==> src/design/one_shot_timer_task_pool_top_defines.svh <==
// ----------------------------------------------------------------------------
// One-shot timer task pool: assertion macros
// Clocked property checks, compiled out when ASSERT_OFF is defined.
// ----------------------------------------------------------------------------
`ifndef ONE_SHOT_TIMER_TASK_POOL_TOP_DEFINES_SVH
`define ONE_SHOT_TIMER_TASK_POOL_TOP_DEFINES_SVH

`ifndef ASSERT_OFF
`define OTP_ASSERT_RST(label, clk, rst, prop, msg) \
   label: assert property (@(posedge clk) disable iff (rst) prop) else $error(msg);
`define OTP_ASSERT(label, clk, prop, msg) \
   label: assert property (@(posedge clk) prop) else $error(msg);
`else
`define OTP_ASSERT_RST(label, clk, rst, prop, msg)
`define OTP_ASSERT(label, clk, prop, msg)
`endif

`endif

==> src/design/otp_pkg.sv <==
// ----------------------------------------------------------------------------
// One-shot timer task pool: package
// Field widths, operation and result codes, slot entry type.
// ----------------------------------------------------------------------------
package otp_pkg;

   localparam int SLOTS_DEFAULT = 8;
   localparam int MAX_RESULTS   = 8;
   localparam int NRES_W        = $clog2(MAX_RESULTS + 1);

   localparam int OPCODE_W = 2;
   localparam int DELAY_W  = 16;
   localparam int HANDLE_W = 8;
   localparam int KIND_W   = 2;
   localparam int SLOT_W   = 3;

   localparam logic [OPCODE_W-1:0] OP_ADD      = 2'd0;
   localparam logic [OPCODE_W-1:0] OP_TICK     = 2'd1;
   localparam logic [OPCODE_W-1:0] OP_DISPATCH = 2'd2;
   localparam logic [OPCODE_W-1:0] OP_NONE     = 2'd3;

   localparam logic [KIND_W-1:0] KIND_ACCEPTED = 2'd0;
   localparam logic [KIND_W-1:0] KIND_REJECTED = 2'd1;
   localparam logic [KIND_W-1:0] KIND_FIRED    = 2'd2;

   typedef struct packed {
      logic [DELAY_W-1:0]  countdown;
      logic [HANDLE_W-1:0] handle;
   } slot_entry_type;

   typedef enum logic [1:0] {
      S_IDLE = 2'b01,
      S_SCAN = 2'b10
   } state_type;

endpackage

==> src/design/otp_if.sv <==
// ----------------------------------------------------------------------------
// One-shot timer task pool: channel interfaces
// Valid/ready channels for request items and result items.
// ----------------------------------------------------------------------------
interface otp_req_if import otp_pkg::*; ();
   logic                valid;
   logic                ready;
   logic [OPCODE_W-1:0] opcode;
   logic [DELAY_W-1:0]  delay_ticks;
   logic [HANDLE_W-1:0] task_handle;

   modport source (output valid, opcode, delay_ticks, task_handle, input ready);
   modport sink   (input valid, opcode, delay_ticks, task_handle, output ready);
endinterface

interface otp_rsp_if import otp_pkg::*; ();
   logic                valid;
   logic                ready;
   logic [KIND_W-1:0]   result_kind;
   logic [SLOT_W-1:0]   slot_index;
   logic [HANDLE_W-1:0] fired_handle;
   logic                last_of_run;

   modport source (output valid, result_kind, slot_index, fired_handle, last_of_run,
                   input ready);
   modport sink   (input valid, result_kind, slot_index, fired_handle, last_of_run,
                   output ready);
endinterface

==> src/design/otp_store.sv <==
// ----------------------------------------------------------------------------
// One-shot timer task pool: slot store
// Countdown and handle memory, one write and one registered read per cycle.
// ----------------------------------------------------------------------------
module otp_store import otp_pkg::*; #(
   parameter int SLOTS = SLOTS_DEFAULT,
   localparam int IDX_W = (SLOTS > 1) ? $clog2(SLOTS) : 1
) (
   input  logic             clock,
   input  logic             rd_en,
   input  logic [IDX_W-1:0] rd_addr,
   output slot_entry_type   rd_data,
   input  logic             wr_en,
   input  logic [IDX_W-1:0] wr_addr,
   input  slot_entry_type   wr_data
);

   slot_entry_type mem_ff [SLOTS];
   slot_entry_type rd_data_ff;

   always_ff @(posedge clock) begin
      if (wr_en) begin
         mem_ff[wr_addr] <= wr_data;
      end
      if (rd_en) begin
         rd_data_ff <= mem_ff[rd_addr];
      end
   end

   assign rd_data = rd_data_ff;

endmodule

==> src/design/otp_seq.sv <==
// ----------------------------------------------------------------------------
// One-shot timer task pool: slot sequencer
// Walks the slots one per cycle while no result stalls, runs the shared
// decrement and compare unit, keeps busy and ready bits and drives the result register.
// ----------------------------------------------------------------------------
`include "one_shot_timer_task_pool_top_defines.svh"

module otp_seq import otp_pkg::*; #(
   parameter int SLOTS = SLOTS_DEFAULT,
   localparam int IDX_W = (SLOTS > 1) ? $clog2(SLOTS) : 1
) (
   input  logic              clock,
   input  logic              reset,
   otp_req_if.sink           req_ch,
   otp_rsp_if.source         rsp_ch,
   output logic              rd_en,
   output logic [IDX_W-1:0]  rd_addr,
   input  slot_entry_type    rd_data,
   output logic              wr_en,
   output logic [IDX_W-1:0]  wr_addr,
   output slot_entry_type    wr_data
);

   localparam logic [IDX_W-1:0] LAST_IDX = IDX_W'(SLOTS - 1);

   state_type           state_ff, state_in;
   logic [OPCODE_W-1:0] op_ff, op_in;
   logic [DELAY_W-1:0]  delay_ff, delay_in;
   logic [HANDLE_W-1:0] handle_ff, handle_in;
   logic [IDX_W-1:0]    idx_ff, idx_in;
   logic [IDX_W-1:0]    pidx_ff, pidx_in;
   logic                issue_ff, issue_in;
   logic                pv_ff, pv_in;
   logic [NRES_W-1:0]   nres_ff, nres_in;
   logic [SLOTS-1:0]    busy_ff, busy_in;
   logic [SLOTS-1:0]    ready_ff, ready_in;

   logic                out_v_ff, out_v_in;
   logic [KIND_W-1:0]   kind_ff, kind_in;
   logic [SLOT_W-1:0]   slot_ff, slot_in;
   logic [HANDLE_W-1:0] fired_ff, fired_in;
   logic                last_ff, last_in;

   logic                emit;
   logic [KIND_W-1:0]   e_kind;
   logic [SLOT_W-1:0]   e_slot;
   logic [HANDLE_W-1:0] e_handle;
   logic                e_last;
   logic                finish;
   logic                stall;
   logic                out_load;
   logic                last_slot;
   logic                ready_above;
   logic [SLOTS-1:0]    ready_shift;
   logic [DELAY_W-1:0]  dec;

   assign last_slot   = (pidx_ff == LAST_IDX);
   assign ready_shift = ready_ff >> pidx_ff;
   assign ready_above = |(ready_shift >> 1);
   assign dec         = rd_data.countdown - 1'b1;

   // result for the slot in the execute stage
   always_comb begin
      emit     = 1'b0;
      e_kind   = KIND_ACCEPTED;
      e_slot   = SLOT_W'(pidx_ff);
      e_handle = '0;
      e_last   = 1'b0;
      finish   = 1'b0;
      if (pv_ff) begin
         unique case (op_ff)
            OP_ADD: begin
               if (!busy_ff[pidx_ff]) begin
                  emit   = 1'b1;
                  e_last = 1'b1;
                  finish = 1'b1;
               end else if (last_slot) begin
                  emit   = 1'b1;
                  e_kind = KIND_REJECTED;
                  e_slot = '0;
                  e_last = 1'b1;
                  finish = 1'b1;
               end
            end
            OP_TICK: begin
               finish = last_slot;
            end
            OP_DISPATCH: begin
               if (ready_ff[pidx_ff]) begin
                  emit     = 1'b1;
                  e_kind   = KIND_FIRED;
                  e_handle = rd_data.handle;
                  e_last   = (nres_ff == NRES_W'(MAX_RESULTS - 1)) || !ready_above;
               end
               finish = e_last || last_slot;
            end
            default: begin
               finish = 1'b1;
            end
         endcase
      end
   end

   assign stall    = emit && out_v_ff && !rsp_ch.ready;
   assign out_load = emit && !stall;

   always_comb begin
      state_in  = state_ff;
      op_in     = op_ff;
      delay_in  = delay_ff;
      handle_in = handle_ff;
      idx_in    = idx_ff;
      pidx_in   = pidx_ff;
      issue_in  = issue_ff;
      pv_in     = pv_ff;
      nres_in   = nres_ff;
      busy_in   = busy_ff;
      ready_in  = ready_ff;
      rd_en     = 1'b0;
      rd_addr   = idx_ff;
      wr_en     = 1'b0;
      wr_addr   = pidx_ff;
      wr_data   = rd_data;

      unique case (state_ff)
         S_IDLE: begin
            if (req_ch.valid) begin
               op_in     = req_ch.opcode;
               delay_in  = req_ch.delay_ticks;
               handle_in = req_ch.task_handle;
               idx_in    = '0;
               issue_in  = 1'b1;
               pv_in     = 1'b0;
               nres_in   = '0;
               if (req_ch.opcode != OP_NONE) begin
                  state_in = S_SCAN;
               end
            end
         end
         S_SCAN: begin
            if (!stall) begin
               rd_en   = issue_ff;
               pv_in   = issue_ff;
               pidx_in = idx_ff;
               if (issue_ff) begin
                  if (idx_ff == LAST_IDX) begin
                     issue_in = 1'b0;
                  end else begin
                     idx_in = idx_ff + 1'b1;
                  end
               end
               if (pv_ff) begin
                  unique case (op_ff)
                     OP_ADD: begin
                        if (!busy_ff[pidx_ff]) begin
                           wr_en             = 1'b1;
                           wr_data.countdown = delay_ff;
                           wr_data.handle    = handle_ff;
                           busy_in[pidx_ff]  = 1'b1;
                           ready_in[pidx_ff] = 1'b0;
                        end
                     end
                     OP_TICK: begin
                        if (busy_ff[pidx_ff] && (rd_data.countdown != '0)) begin
                           wr_en             = 1'b1;
                           wr_data.countdown = dec;
                           if (dec == '0) begin
                              ready_in[pidx_ff] = 1'b1;
                           end
                        end
                     end
                     OP_DISPATCH: begin
                        if (ready_ff[pidx_ff]) begin
                           ready_in[pidx_ff] = 1'b0;
                           busy_in[pidx_ff]  = 1'b0;
                           nres_in           = nres_ff + 1'b1;
                        end
                     end
                     default: begin
                     end
                  endcase
               end
               if (finish) begin
                  state_in = S_IDLE;
                  issue_in = 1'b0;
                  pv_in    = 1'b0;
               end
            end
         end
         default: begin
            state_in = S_IDLE;
         end
      endcase
   end

   always_comb begin
      out_v_in = out_v_ff;
      kind_in  = kind_ff;
      slot_in  = slot_ff;
      fired_in = fired_ff;
      last_in  = last_ff;
      if (out_v_ff && rsp_ch.ready) begin
         out_v_in = 1'b0;
      end
      if (out_load) begin
         out_v_in = 1'b1;
         kind_in  = e_kind;
         slot_in  = e_slot;
         fired_in = e_handle;
         last_in  = e_last;
      end
   end

   always_ff @(posedge clock) begin
      if (reset) begin
         state_ff <= S_IDLE;
         issue_ff <= 1'b0;
         pv_ff    <= 1'b0;
         nres_ff  <= '0;
         busy_ff  <= '0;
         ready_ff <= '0;
         out_v_ff <= 1'b0;
      end else begin
         state_ff <= state_in;
         issue_ff <= issue_in;
         pv_ff    <= pv_in;
         nres_ff  <= nres_in;
         busy_ff  <= busy_in;
         ready_ff <= ready_in;
         out_v_ff <= out_v_in;
      end
   end

   always_ff @(posedge clock) begin
      op_ff     <= op_in;
      delay_ff  <= delay_in;
      handle_ff <= handle_in;
      idx_ff    <= idx_in;
      pidx_ff   <= pidx_in;
      kind_ff   <= kind_in;
      slot_ff   <= slot_in;
      fired_ff  <= fired_in;
      last_ff   <= last_in;
   end

   assign req_ch.ready        = (state_ff == S_IDLE);
   assign rsp_ch.valid        = out_v_ff;
   assign rsp_ch.result_kind  = kind_ff;
   assign rsp_ch.slot_index   = slot_ff;
   assign rsp_ch.fired_handle = fired_ff;
   assign rsp_ch.last_of_run  = last_ff;

   `OTP_ASSERT_RST(a_ready_is_busy, clock, reset, (ready_ff & ~busy_ff) == '0, "ready slot not busy")
   `OTP_ASSERT_RST(a_item_starts_scan, clock, reset, req_ch.valid && req_ch.ready && (req_ch.opcode != OP_NONE) |=> state_ff == S_SCAN, "item did not start a scan")
   `OTP_ASSERT_RST(a_no_overwrite, clock, reset, out_load |-> (!out_v_ff || rsp_ch.ready), "result register overwritten")
   `OTP_ASSERT_RST(a_stall_holds_slot, clock, reset, stall |=> $stable(pidx_ff) && pv_ff, "execute stage moved on stall")
   `OTP_ASSERT_RST(a_fire_limit, clock, reset, nres_ff <= NRES_W'(MAX_RESULTS), "too many fired results")
   `OTP_ASSERT(a_reset_idle, clock, reset |=> (state_ff == S_IDLE) && !rsp_ch.valid, "not idle after reset")

endmodule

==> src/design/one_shot_timer_task_pool_top.sv <==
// ----------------------------------------------------------------------------
// One-shot timer task pool: top level
// Pool of SLOTS one-shot countdown timers with add, tick and dispatch items.
// ----------------------------------------------------------------------------
// Each request item is worked by a scan that visits one slot per cycle, unless
// a result stalls, through the slot memory and a single decrement and compare
// unit; req_ch.ready is low for the whole scan. A tick scans every slot, an add
// that claims slot k ends its scan at that slot and a rejected add scans every
// slot. A dispatch ends after the last slot that it fires, or after the last
// slot when no slot is ready. An add or a dispatch also waits for as long as
// one of its results finds the result register full. Opcode 3 is taken and
// ignored. A dispatch fires at most eight slots, lowest first, and the rest
// stay ready for a later dispatch. The result register lets a new item be
// taken while the last result waits on rsp_ch.
module one_shot_timer_task_pool_top import otp_pkg::*; #(
   parameter int SLOTS = SLOTS_DEFAULT
) (
   input  logic      clock,
   input  logic      reset,
   otp_req_if.sink   req_ch,
   otp_rsp_if.source rsp_ch
);

   localparam int IDX_W = (SLOTS > 1) ? $clog2(SLOTS) : 1;

   logic             rd_en;
   logic [IDX_W-1:0] rd_addr;
   slot_entry_type   rd_data;
   logic             wr_en;
   logic [IDX_W-1:0] wr_addr;
   slot_entry_type   wr_data;

   otp_seq #(
      .SLOTS (SLOTS)
   ) u_seq (
      .clock   (clock),
      .reset   (reset),
      .req_ch  (req_ch),
      .rsp_ch  (rsp_ch),
      .rd_en   (rd_en),
      .rd_addr (rd_addr),
      .rd_data (rd_data),
      .wr_en   (wr_en),
      .wr_addr (wr_addr),
      .wr_data (wr_data)
   );

   otp_store #(
      .SLOTS (SLOTS)
   ) u_store (
      .clock   (clock),
      .rd_en   (rd_en),
      .rd_addr (rd_addr),
      .rd_data (rd_data),
      .wr_en   (wr_en),
      .wr_addr (wr_addr),
      .wr_data (wr_data)
   );

endmodule

==> src/flat_wrapper.sv <==
// flat-port wrapper written by rule: the top's interface ports become plain ports
module one_shot_timer_task_pool_top_flat import otp_pkg::*;
#(
   parameter int SLOTS = SLOTS_DEFAULT
)
  (clock, reset, req_ch_valid, req_ch_opcode, req_ch_delay_ticks, req_ch_task_handle, req_ch_ready, rsp_ch_valid, rsp_ch_result_kind, rsp_ch_slot_index, rsp_ch_fired_handle, rsp_ch_last_of_run, rsp_ch_ready);
  otp_req_if req_ch_i ();
  otp_rsp_if rsp_ch_i ();
  input  logic clock;
  input  logic reset;
  input wire logic [$bits(req_ch_i.valid)-1:0] req_ch_valid;
  input wire logic [$bits(req_ch_i.opcode)-1:0] req_ch_opcode;
  input wire logic [$bits(req_ch_i.delay_ticks)-1:0] req_ch_delay_ticks;
  input wire logic [$bits(req_ch_i.task_handle)-1:0] req_ch_task_handle;
  output wire logic [$bits(req_ch_i.ready)-1:0] req_ch_ready;
  output wire logic [$bits(rsp_ch_i.valid)-1:0] rsp_ch_valid;
  output wire logic [$bits(rsp_ch_i.result_kind)-1:0] rsp_ch_result_kind;
  output wire logic [$bits(rsp_ch_i.slot_index)-1:0] rsp_ch_slot_index;
  output wire logic [$bits(rsp_ch_i.fired_handle)-1:0] rsp_ch_fired_handle;
  output wire logic [$bits(rsp_ch_i.last_of_run)-1:0] rsp_ch_last_of_run;
  input wire logic [$bits(rsp_ch_i.ready)-1:0] rsp_ch_ready;
  assign req_ch_i.valid = req_ch_valid;
  assign req_ch_i.opcode = req_ch_opcode;
  assign req_ch_i.delay_ticks = req_ch_delay_ticks;
  assign req_ch_i.task_handle = req_ch_task_handle;
  assign req_ch_ready = req_ch_i.ready;
  assign rsp_ch_valid = rsp_ch_i.valid;
  assign rsp_ch_result_kind = rsp_ch_i.result_kind;
  assign rsp_ch_slot_index = rsp_ch_i.slot_index;
  assign rsp_ch_fired_handle = rsp_ch_i.fired_handle;
  assign rsp_ch_last_of_run = rsp_ch_i.last_of_run;
  assign rsp_ch_i.ready = rsp_ch_ready;
  one_shot_timer_task_pool_top #(.SLOTS(SLOTS)) u_core (.clock(clock), .reset(reset), .req_ch(req_ch_i), .rsp_ch(rsp_ch_i));
endmodule
==> config.mk <==
export PLATFORM = sky130hd
export DESIGN_NAME = one_shot_timer_task_pool_top_flat
export DESIGN_NICKNAME = d
export VERILOG_FILES = /design/src/design/otp_pkg.sv /design/src/design/otp_if.sv /design/src/design/otp_store.sv /design/src/design/otp_seq.sv /design/src/design/one_shot_timer_task_pool_top.sv /design/src/flat_wrapper.sv
export VERILOG_INCLUDE_DIRS = /design/src /design/src/design
export SDC_FILE = /design/constraint.sdc
export NUM_CORES = 1
export LEC_CHECK = 0
export BUFFER_PORTS_ARGS = -buffer_cell sky130_fd_sc_hd__buf_2
export CAP_MARGIN = 40
export CORE_AREA = 5 5 142 144
export DETAILED_ROUTE_END_ITERATION = 10
export DIE_AREA = 0 0 147 149
export GPL_TIMING_DRIVEN = 0
export PLACE_DENSITY = 0.86
export SLEW_MARGIN = 40
export SYNTH_ARGS = -nofsm -noshare
export SYNTH_HDL_FRONTEND = slang
export SYNTH_SLANG_ARGS = --single-unit
export TNS_END_PERCENT = 5
==> constraint.sdc <==
create_clock -name clock -period 7.78 [get_ports clock]
set_clock_uncertainty 0.05 [all_clocks]
set_input_delay 1.556 -clock clock [delete_from_list [all_inputs] [get_ports clock]]
set_output_delay 1.556 -clock clock [all_outputs]
set_load 0.005 [all_outputs]
==> out/results.tsv, run 1 <==
stage	metric	value	unit
place	io_buffers	44	
setup_path	r2r_cells	10	
setup_path	path_common_cell	buf_2	
detailed_routing	wl_per_cell	25.46	um
finish	regArea	8368	sq um
setup_path	arrival	4.51	ns
finish	nets	843	
logic_synthesis	synth-seq-area-share	0.7024	
floorplanning	die_h	149	um
sta	post-route-period-util	0.5546	
sta	grt_setup_unrepaired	no	
logic_synthesis	syn_nets	755	
setup_path	slowest_delay	0.64	ns
sta	fmax	231.8	MHz
detailed_routing	firstDrtPassIters	6	
setup_path	path_cells	buf_2, nand2b_1, nor2_1, o311ai_2, nand4_1, nand2b_1, buf_2, nor3_2, buf_2, buf_2	
logic_synthesis	synthCells	719	
clocking	clockBufferDepth	3	
floorplanning	core	18580	sq um
place	gp_congestion	0.9071	
pwr	power.leakage	4.372	nW
logic_synthesis	synth_ff_type	edfxtp_1	
finish	antennaDiodeCount	0	
sta	hold_viol	0	
floorplanning	initial_utilization	0.6412	
clocking	clk_latency	0.54	ns
detailed_routing	met3_length	2.580	mm
sta	max_slew_margin	0.4201	
detailed_routing	drtAntennaViolNets	0	
setup_path	path_class	reg -> reg	
clocking	cts_tree	done	
setup_path	cp-start-kind	register	
clocking	clkTransAtPathRegs	0.07	ns
clocking	cts_setup_buffers	0	
sta	worstMarginPinSlew	0.8699	ns
sta	setup_violations	0	
sta	fin_crit	4.315	ns
detailed_routing	met2WireLength	13.67	mm
global_routing	grt_pass1_vias	7257	
logic_synthesis	synth_top_area_cell	edfxtp_1	
clocking	htree_levels	1	
job	drv_cap	0	
floorplanning	die_w	147	um
pwr	total_power	3.097	mW
setup_path	worstPathRequired	7.97	ns
setup_path	crit_fanout	10	
logic_synthesis	yosys_warnings	0	
finish	area_growth_syn_to_layout	13.58	%
clocking	postCtsHoldBufs	0	
logic_synthesis	synth.area.top_cells	edfxtp_1, mux4_2, dfxtp_1	
detailed_routing	finalWirelength	27.04	mm
clocking	cts_num_sinks	287	
detailed_routing	vias	7126	
logic_synthesis	synth.most_common_cell	edfxtp_1	
logic_synthesis	synth_area	11910	sq um
finish	num-fill-cells	1067	
place	hpwl	17.32	mm
setup_path	end_kind	register	
detailed_routing	drcViolationCount	0	
global_routing	grt_pass1_wl	41.15	mm
global_routing	grt_max_degree	33	
global_routing	track_usage	0.2457	
pwr	peakVddDrop	0.0001893	V
logic_synthesis	synth.avg_cell_area	16.57	sq um
finish	multi_input_area	3400	sq um
floorplanning	die_area	21900	sq um
logic_synthesis	synth_common_cells	edfxtp_1, mux4_2, nor2_1	
global_routing	antenna_found_initial	0	
logic_synthesis	synth_top_area_frac	0.6604	
detailed_routing	wl_met1	9.899	mm
clocking	postCtsResizedCells	0	
global_routing	grt_overflow	0	
clocking	clock_tree.root_cell	clkbuf_16	
detailed_routing	routed_via_density	6.710	
setup_path	r2r-start	u_core.u_seq.wr_addr[0]	
detailed_routing	top_layer	met4	
logic_synthesis	async_flop_share	0	
worst_hold_path	hp-class	reg -> reg	
setup_path	reg2reg_to	u_core.u_store.mem_ff[3][4]	
logic_synthesis	synth_edf_count	262	
setup_path	cpMaxStageDelayCell	nor3_2	
floorplanning	num_rows	50	
detailed_routing	drtIter0Drc	900	
pwr	p_per_area	228.9	nW/um^2
finish	drive_gt1_frac	0.2585	
sta	setup-tns-final	0	ns
setup_path	timing.reg2reg.setup_slack	3.47	ns
floorplanning	pin_count	46	
logic_synthesis	ys_ff_latch	287	
worst_hold_path	hold_depth	2	
clocking	cts_buffers	28	
outcome	outcome	completed	
sta	drv_slew	0	
logic_synthesis	synth_cell_types	58	
-- final cells by class --
type / instances / area share
repair buffers: 58 / 0.02811
clock inverters: 14 / 0.009894
plain buffers: 42 / 0.01341
inverters: 11 / 0.003051
clock buffers: 37 / 0.05428
flip-flops and latches: 287 / 0.6184
well taps: 234 / 0.02164
multi-input cells: 379 / 0.2512
-- cells in the final DEF, fill, tap and decap left out, types with 15 or more instances in the layout --
master,instances
mux4_2,48
edfxtp_1,262
dfxtp_1,25
clkbuf_1,34
mux2_2,34
o21ai_0,22
a21oi_1,22
clkbuf_16,28
nand2b_1,15
buf_2,61
nor2_1,38
nand2_1,26
nor3_1,18
-- metrics by stage --
stage	setup slack [ns]	utilization	std cells	hold slack [ns]	area [sq um]
floorplan	3.051	-	719	0.3939	11910
global placement	0.8909	0.6688	997	0.4074	12430
detailed placement	3.078	0.6809	1011	0.4189	12650
CTS	3.532	0.7276	1062	0.4370	13520
global route	3.363	0.7283	1062	0.4692	13530
finish	3.465	0.7283	1062	0.4435	13530
-- worst max-delay path, delay by kind of cell (launching register included) --
family,cells,cell delay (ns)
simple gates,5,1.96
compound gates,1,0.39
buf+inv,4,1.14
flops,1,0.47
-- worst max-delay path by stage --
stage | startpoint | to | slack, ns | depth (start not counted)
after floorplan | rsp_ch_ready | u_core.u_store.mem_ff[2][0] | 3.05 | 7
after detailed placement | rsp_ch_ready | u_core.u_store.mem_ff[3][5] | 3.08 | 10
after CTS | u_core.u_seq.wr_addr[0] | u_core.u_store.mem_ff[3][9] | 3.53 | 10
after global routing | u_core.u_seq.wr_addr[0] | u_core.u_store.mem_ff[3][9] | 3.36 | 10
final | u_core.u_seq.wr_addr[0] | u_core.u_store.mem_ff[3][4] | 3.47 | 10
after global placement | rsp_ch_ready | u_core.u_store.mem_ff[3][5] | 0.89 | 8
-- routing by layer --
layer,global-route usage,up-vias
met5,0,-
met4,0.08201,0
met3,0.03950,82
met2,0.4213,462
met1,0.3268,3549
li1,-,3033
-- kinds of logic after synthesis --
group / after synthesis / share of synthesized area
XOR/XNOR: 7 / 0.005146
AO/OA/AOI/OAI: 103 / 0.05650
flip-flops: 287 / 0.7024
multiplexers: 95 / 0.1369
adder cells (fa/ha/maj): 6 / 0.006301
buffers and inverters: 53 / 0.01817
AND/OR/NAND/NOR: 168 / 0.07456
-- sequential cells by signal, summed over array words and instances (netlist names), 2 cells and up, named ones only --
signal	cells
u_core.u_seq.delay_ff	16
u_core.u_seq.handle_ff	8
u_core.u_seq.nres_ff	4
u_core.u_seq.op_ff	2
u_core.u_seq.rd_addr	3
u_core.u_seq.rsp_ch.fired_handle	8
u_core.u_seq.rsp_ch.result_kind	2
u_core.u_seq.rsp_ch.slot_index	3
u_core.u_seq.state_ff	2
u_core.u_seq.wr_addr	3
u_core.u_store.mem_ff	192
u_core.u_store.rd_data	24
-- report_power, final --
part | total (mW) | internal [mW] | switching, mW
clock | 1.28 | 0.731 | 0.550
sequential | 1.69 | 1.68 | 0.00802
combinational | 0.127 | 0.0580 | 0.0691
total | 3.10 | 2.47 | 0.627
Note: power is estimated with default switching activity, not from simulation.
==> run 2: changes to the inputs <==
--- a/config.mk
+++ b/config.mk
@@ -8,11 +8,11 @@
 export LEC_CHECK = 0
 export BUFFER_PORTS_ARGS = -buffer_cell sky130_fd_sc_hd__buf_2
 export CAP_MARGIN = 40
-export CORE_AREA = 5 5 142 144
+export CORE_AREA = 5 5 154 156
 export DETAILED_ROUTE_END_ITERATION = 10
-export DIE_AREA = 0 0 147 149
+export DIE_AREA = 0 0 159 161
 export GPL_TIMING_DRIVEN = 0
-export PLACE_DENSITY = 0.86
+export PLACE_DENSITY = 0.78
 export SLEW_MARGIN = 40
 export SYNTH_ARGS = -nofsm -noshare
 export SYNTH_HDL_FRONTEND = slang
==> constraint.sdc (replaced) <==
create_clock -name clock -period 3.6 [get_ports clock]
set_clock_uncertainty 0.05 [all_clocks]
set_input_delay 0.72 -clock clock [delete_from_list [all_inputs] [get_ports clock]]
set_output_delay 0.72 -clock clock [all_outputs]
set_load 0.005 [all_outputs]
==> run 2 against run 1 <==
  * Critical endpoint is now u_core.u_store.mem_ff[3][13]
  * Total power rose by 120%
  * Flip-flop and latch count did not move
  * Largest power group unchanged
  * Critical path depth fell by 1
==> out/results.tsv, run 2 (synthesis gave the netlist of run 1 again) <==
stage	metric	value	unit
finish	max_flop_register	u_core.u_store.mem_ff	
setup_path	crit_fanout	10	
pwr	total_power	6.887	mW
sta	drv_slew	0	
floorplanning	die_w	159	um
clocking	clk_latency	0.55	ns
global_routing	grt_overflow	0	
global_routing	grt_pass1_wl	40.68	mm
pwr	p_clk_frac	0.429	
global_routing	grt_pass1_vias	7014	
clocking	clkTransAtPathRegs	0.07	ns
clocking	cts_tree	done	
setup_path	end_kind	register	
job	drv_cap	0	
setup_path	cp-start-kind	register	
detailed_routing	drtIter0Drc	814	
detailed_routing	finalWirelength	25.99	mm
detailed_routing	wl_per_cell	23.25	um
sta	setup_violations	0	
place	placed_cells	1063	
pwr	seqPwrFrac	0.530	
clocking	htree_levels	1	
sta	max_slew_margin	0.4408	
pwr	p_per_area	499.8	nW/um^2
floorplanning	die_area	25600	sq um
setup_path	arrival	3.71	ns
finish	design_area	13780	sq um
finish	drive_gt1_frac	0.2737	
clocking	clockBufferDepth	3	
finish	final_common_cell	edfxtp_1	
finish	final_util	0.6199	
floorplanning	num_rows	55	
finish	largest_register_ffs	192	
pwr	power.leakage	4.459	nW
detailed_routing	firstDrtPassIters	5	
worst_hold_path	hp-class	in -> reg	
pwr	p_sw	1.396	mW
sta	worstMarginPinSlew	0.8389	ns
detailed_routing	drcViolationCount	0	
pwr	peakVddDrop	0.0003685	V
setup_path	cp-startpoint	u_core.u_seq.wr_addr[0]	
place	hpwl	17.00	mm
detailed_routing	drtAntennaViolNets	0	
finish	area_growth_syn_to_layout	15.65	%
place	placed_cell_area	12770	sq um
sta	fin_ws	0.1307	ns
outcome	outcome	completed	
sta	grt_setup_unrepaired	no	
detailed_routing	routed_via_density	6.128	
global_routing	track_usage	0.2013	
setup_path	path_class	reg -> reg	
floorplanning	pin_count	46	
clocking	clock_tree.root_cell	clkbuf_16	
global_routing	grt_max_degree	25	
clocking	cts_buffers	28	
finish	nets	847	
clocking	cts_num_sinks	287	
sta	hold_viol	0	
sta	post-route-period-util	0.9637	
finish	final_cell_mix	edfxtp_1, buf_2, mux4_2	
sta	fin_crit	3.469	ns
setup_path	worstPathRequired	3.84	ns
pwr	comb_power_share	0.040	
floorplanning	core	22230	sq um
pwr	p_int	5.491	mW
finish	num-fill-cells	1538	
floorplanning	initial_utilization	0.5360	
floorplanning	die_h	161	um
place	gp_congestion	0.8663	
place	io_buffers	44	
sta	fmax	288.2	MHz
place	post-place-ws	-0.4798	ns
global_routing	antenna_found_initial	0	
pwr	switching_share	0.2027	
finish	final_cells	1118	
worst_hold_path	hp-start	req_ch_task_handle[2]	
detailed_routing	vias	6851	
finish	antennaDiodeCount	0	
setup_path	r2r-start	u_core.u_seq.wr_addr[0]	
[run 2: changes by cell type in the layout (fill, tap and decap cells not counted), moves of 3 or more]
cell / previous run / this run
nor3_4: 0 / 3
clkinv_2: 4 / 8
buf_16: 2 / 5
clkbuf_1: 34 / 30
o21ai_1: 7 / 13
o21ai_0: 22 / 16
nor3_2: 4 / 1
buf_4: 4 / 8
[run 2: what timing repair did]
| action | 4_1_cts | 5_1_grt |
|---|---|---|
| cloned | 0 | 0 |
| setup buffers | 3 | 0 |
| pin swaps | 2 | 0 |
| hold buffers | 0 | 0 |
| endpoints found under the setup margin | 201 | 145 |
| gates resized for setup | 9 | 6 |
[run 2: per-layer routing]
| metal | GRT usage | wire [um] |
|---|---|---|
| met1 | 0.2781 | 10440 |
| met4 | 0.07290 | 916 |
| met3 | 0.02960 | 1871 |
| met5 | 0 | 0 |
| met2 | 0.3314 | 12770 |
[run 2: cell type report]
class	instances	area, sq um	area share
timing repair buffer	62	457.9	0.03324
sequential	287	8368	0.6073
inverter	11	41.29	0.002997
clock buffer	32	715.7	0.05194
clock inverter	20	224.0	0.01626
buffer	42	186.4	0.01353
tap	285	356.6	0.02588
multi-input combinational	379	3428	0.2488
[run 2: path summary, 6_finish.rpt]
path	depth (start not counted)	slack (ns)	endpoint
max	9	0.13	u_core.u_store.mem_ff[3][13]
min	1	0.29	u_core.u_seq.handle_ff[2]
max reg2reg	9	0.13	u_core.u_store.mem_ff[3][13]
min reg2reg	2	0.42	register
[run 2: per-stage QoR]
step	hold slack, ns	TNS, ns
after global placement	0.4029	-344.60
after floorplan	0.3939	-20.67
final	0.2931	0
after detailed placement	0.4155	-23.05
after global routing	0.2740	0
after CTS	0.2711	0
[run 2: power by group through the flow]
stage / combinational [mW] / sequential, mW / clock [mW]
global placement: 0.261 / 3.72 / 0
global route: 0.300 / 3.65 / 3.16
CTS: 0.277 / 3.65 / 3.00
finish: 0.277 / 3.65 / 2.96
detailed placement: 0.274 / 3.72 / 0
floorplan: 0.188 / 3.71 / 0
[run 2: critical path: stages, from the launching register on]
cell and delay, ns:
edfxtp_1 0.44, mux4_1 0.60, mux2_4 0.36, a2111o_1 0.50
nand4_1 0.19, nand2b_1 0.28, buf_6 0.26, nor3_4 0.09
buf_2 0.23, buf_4 0.19
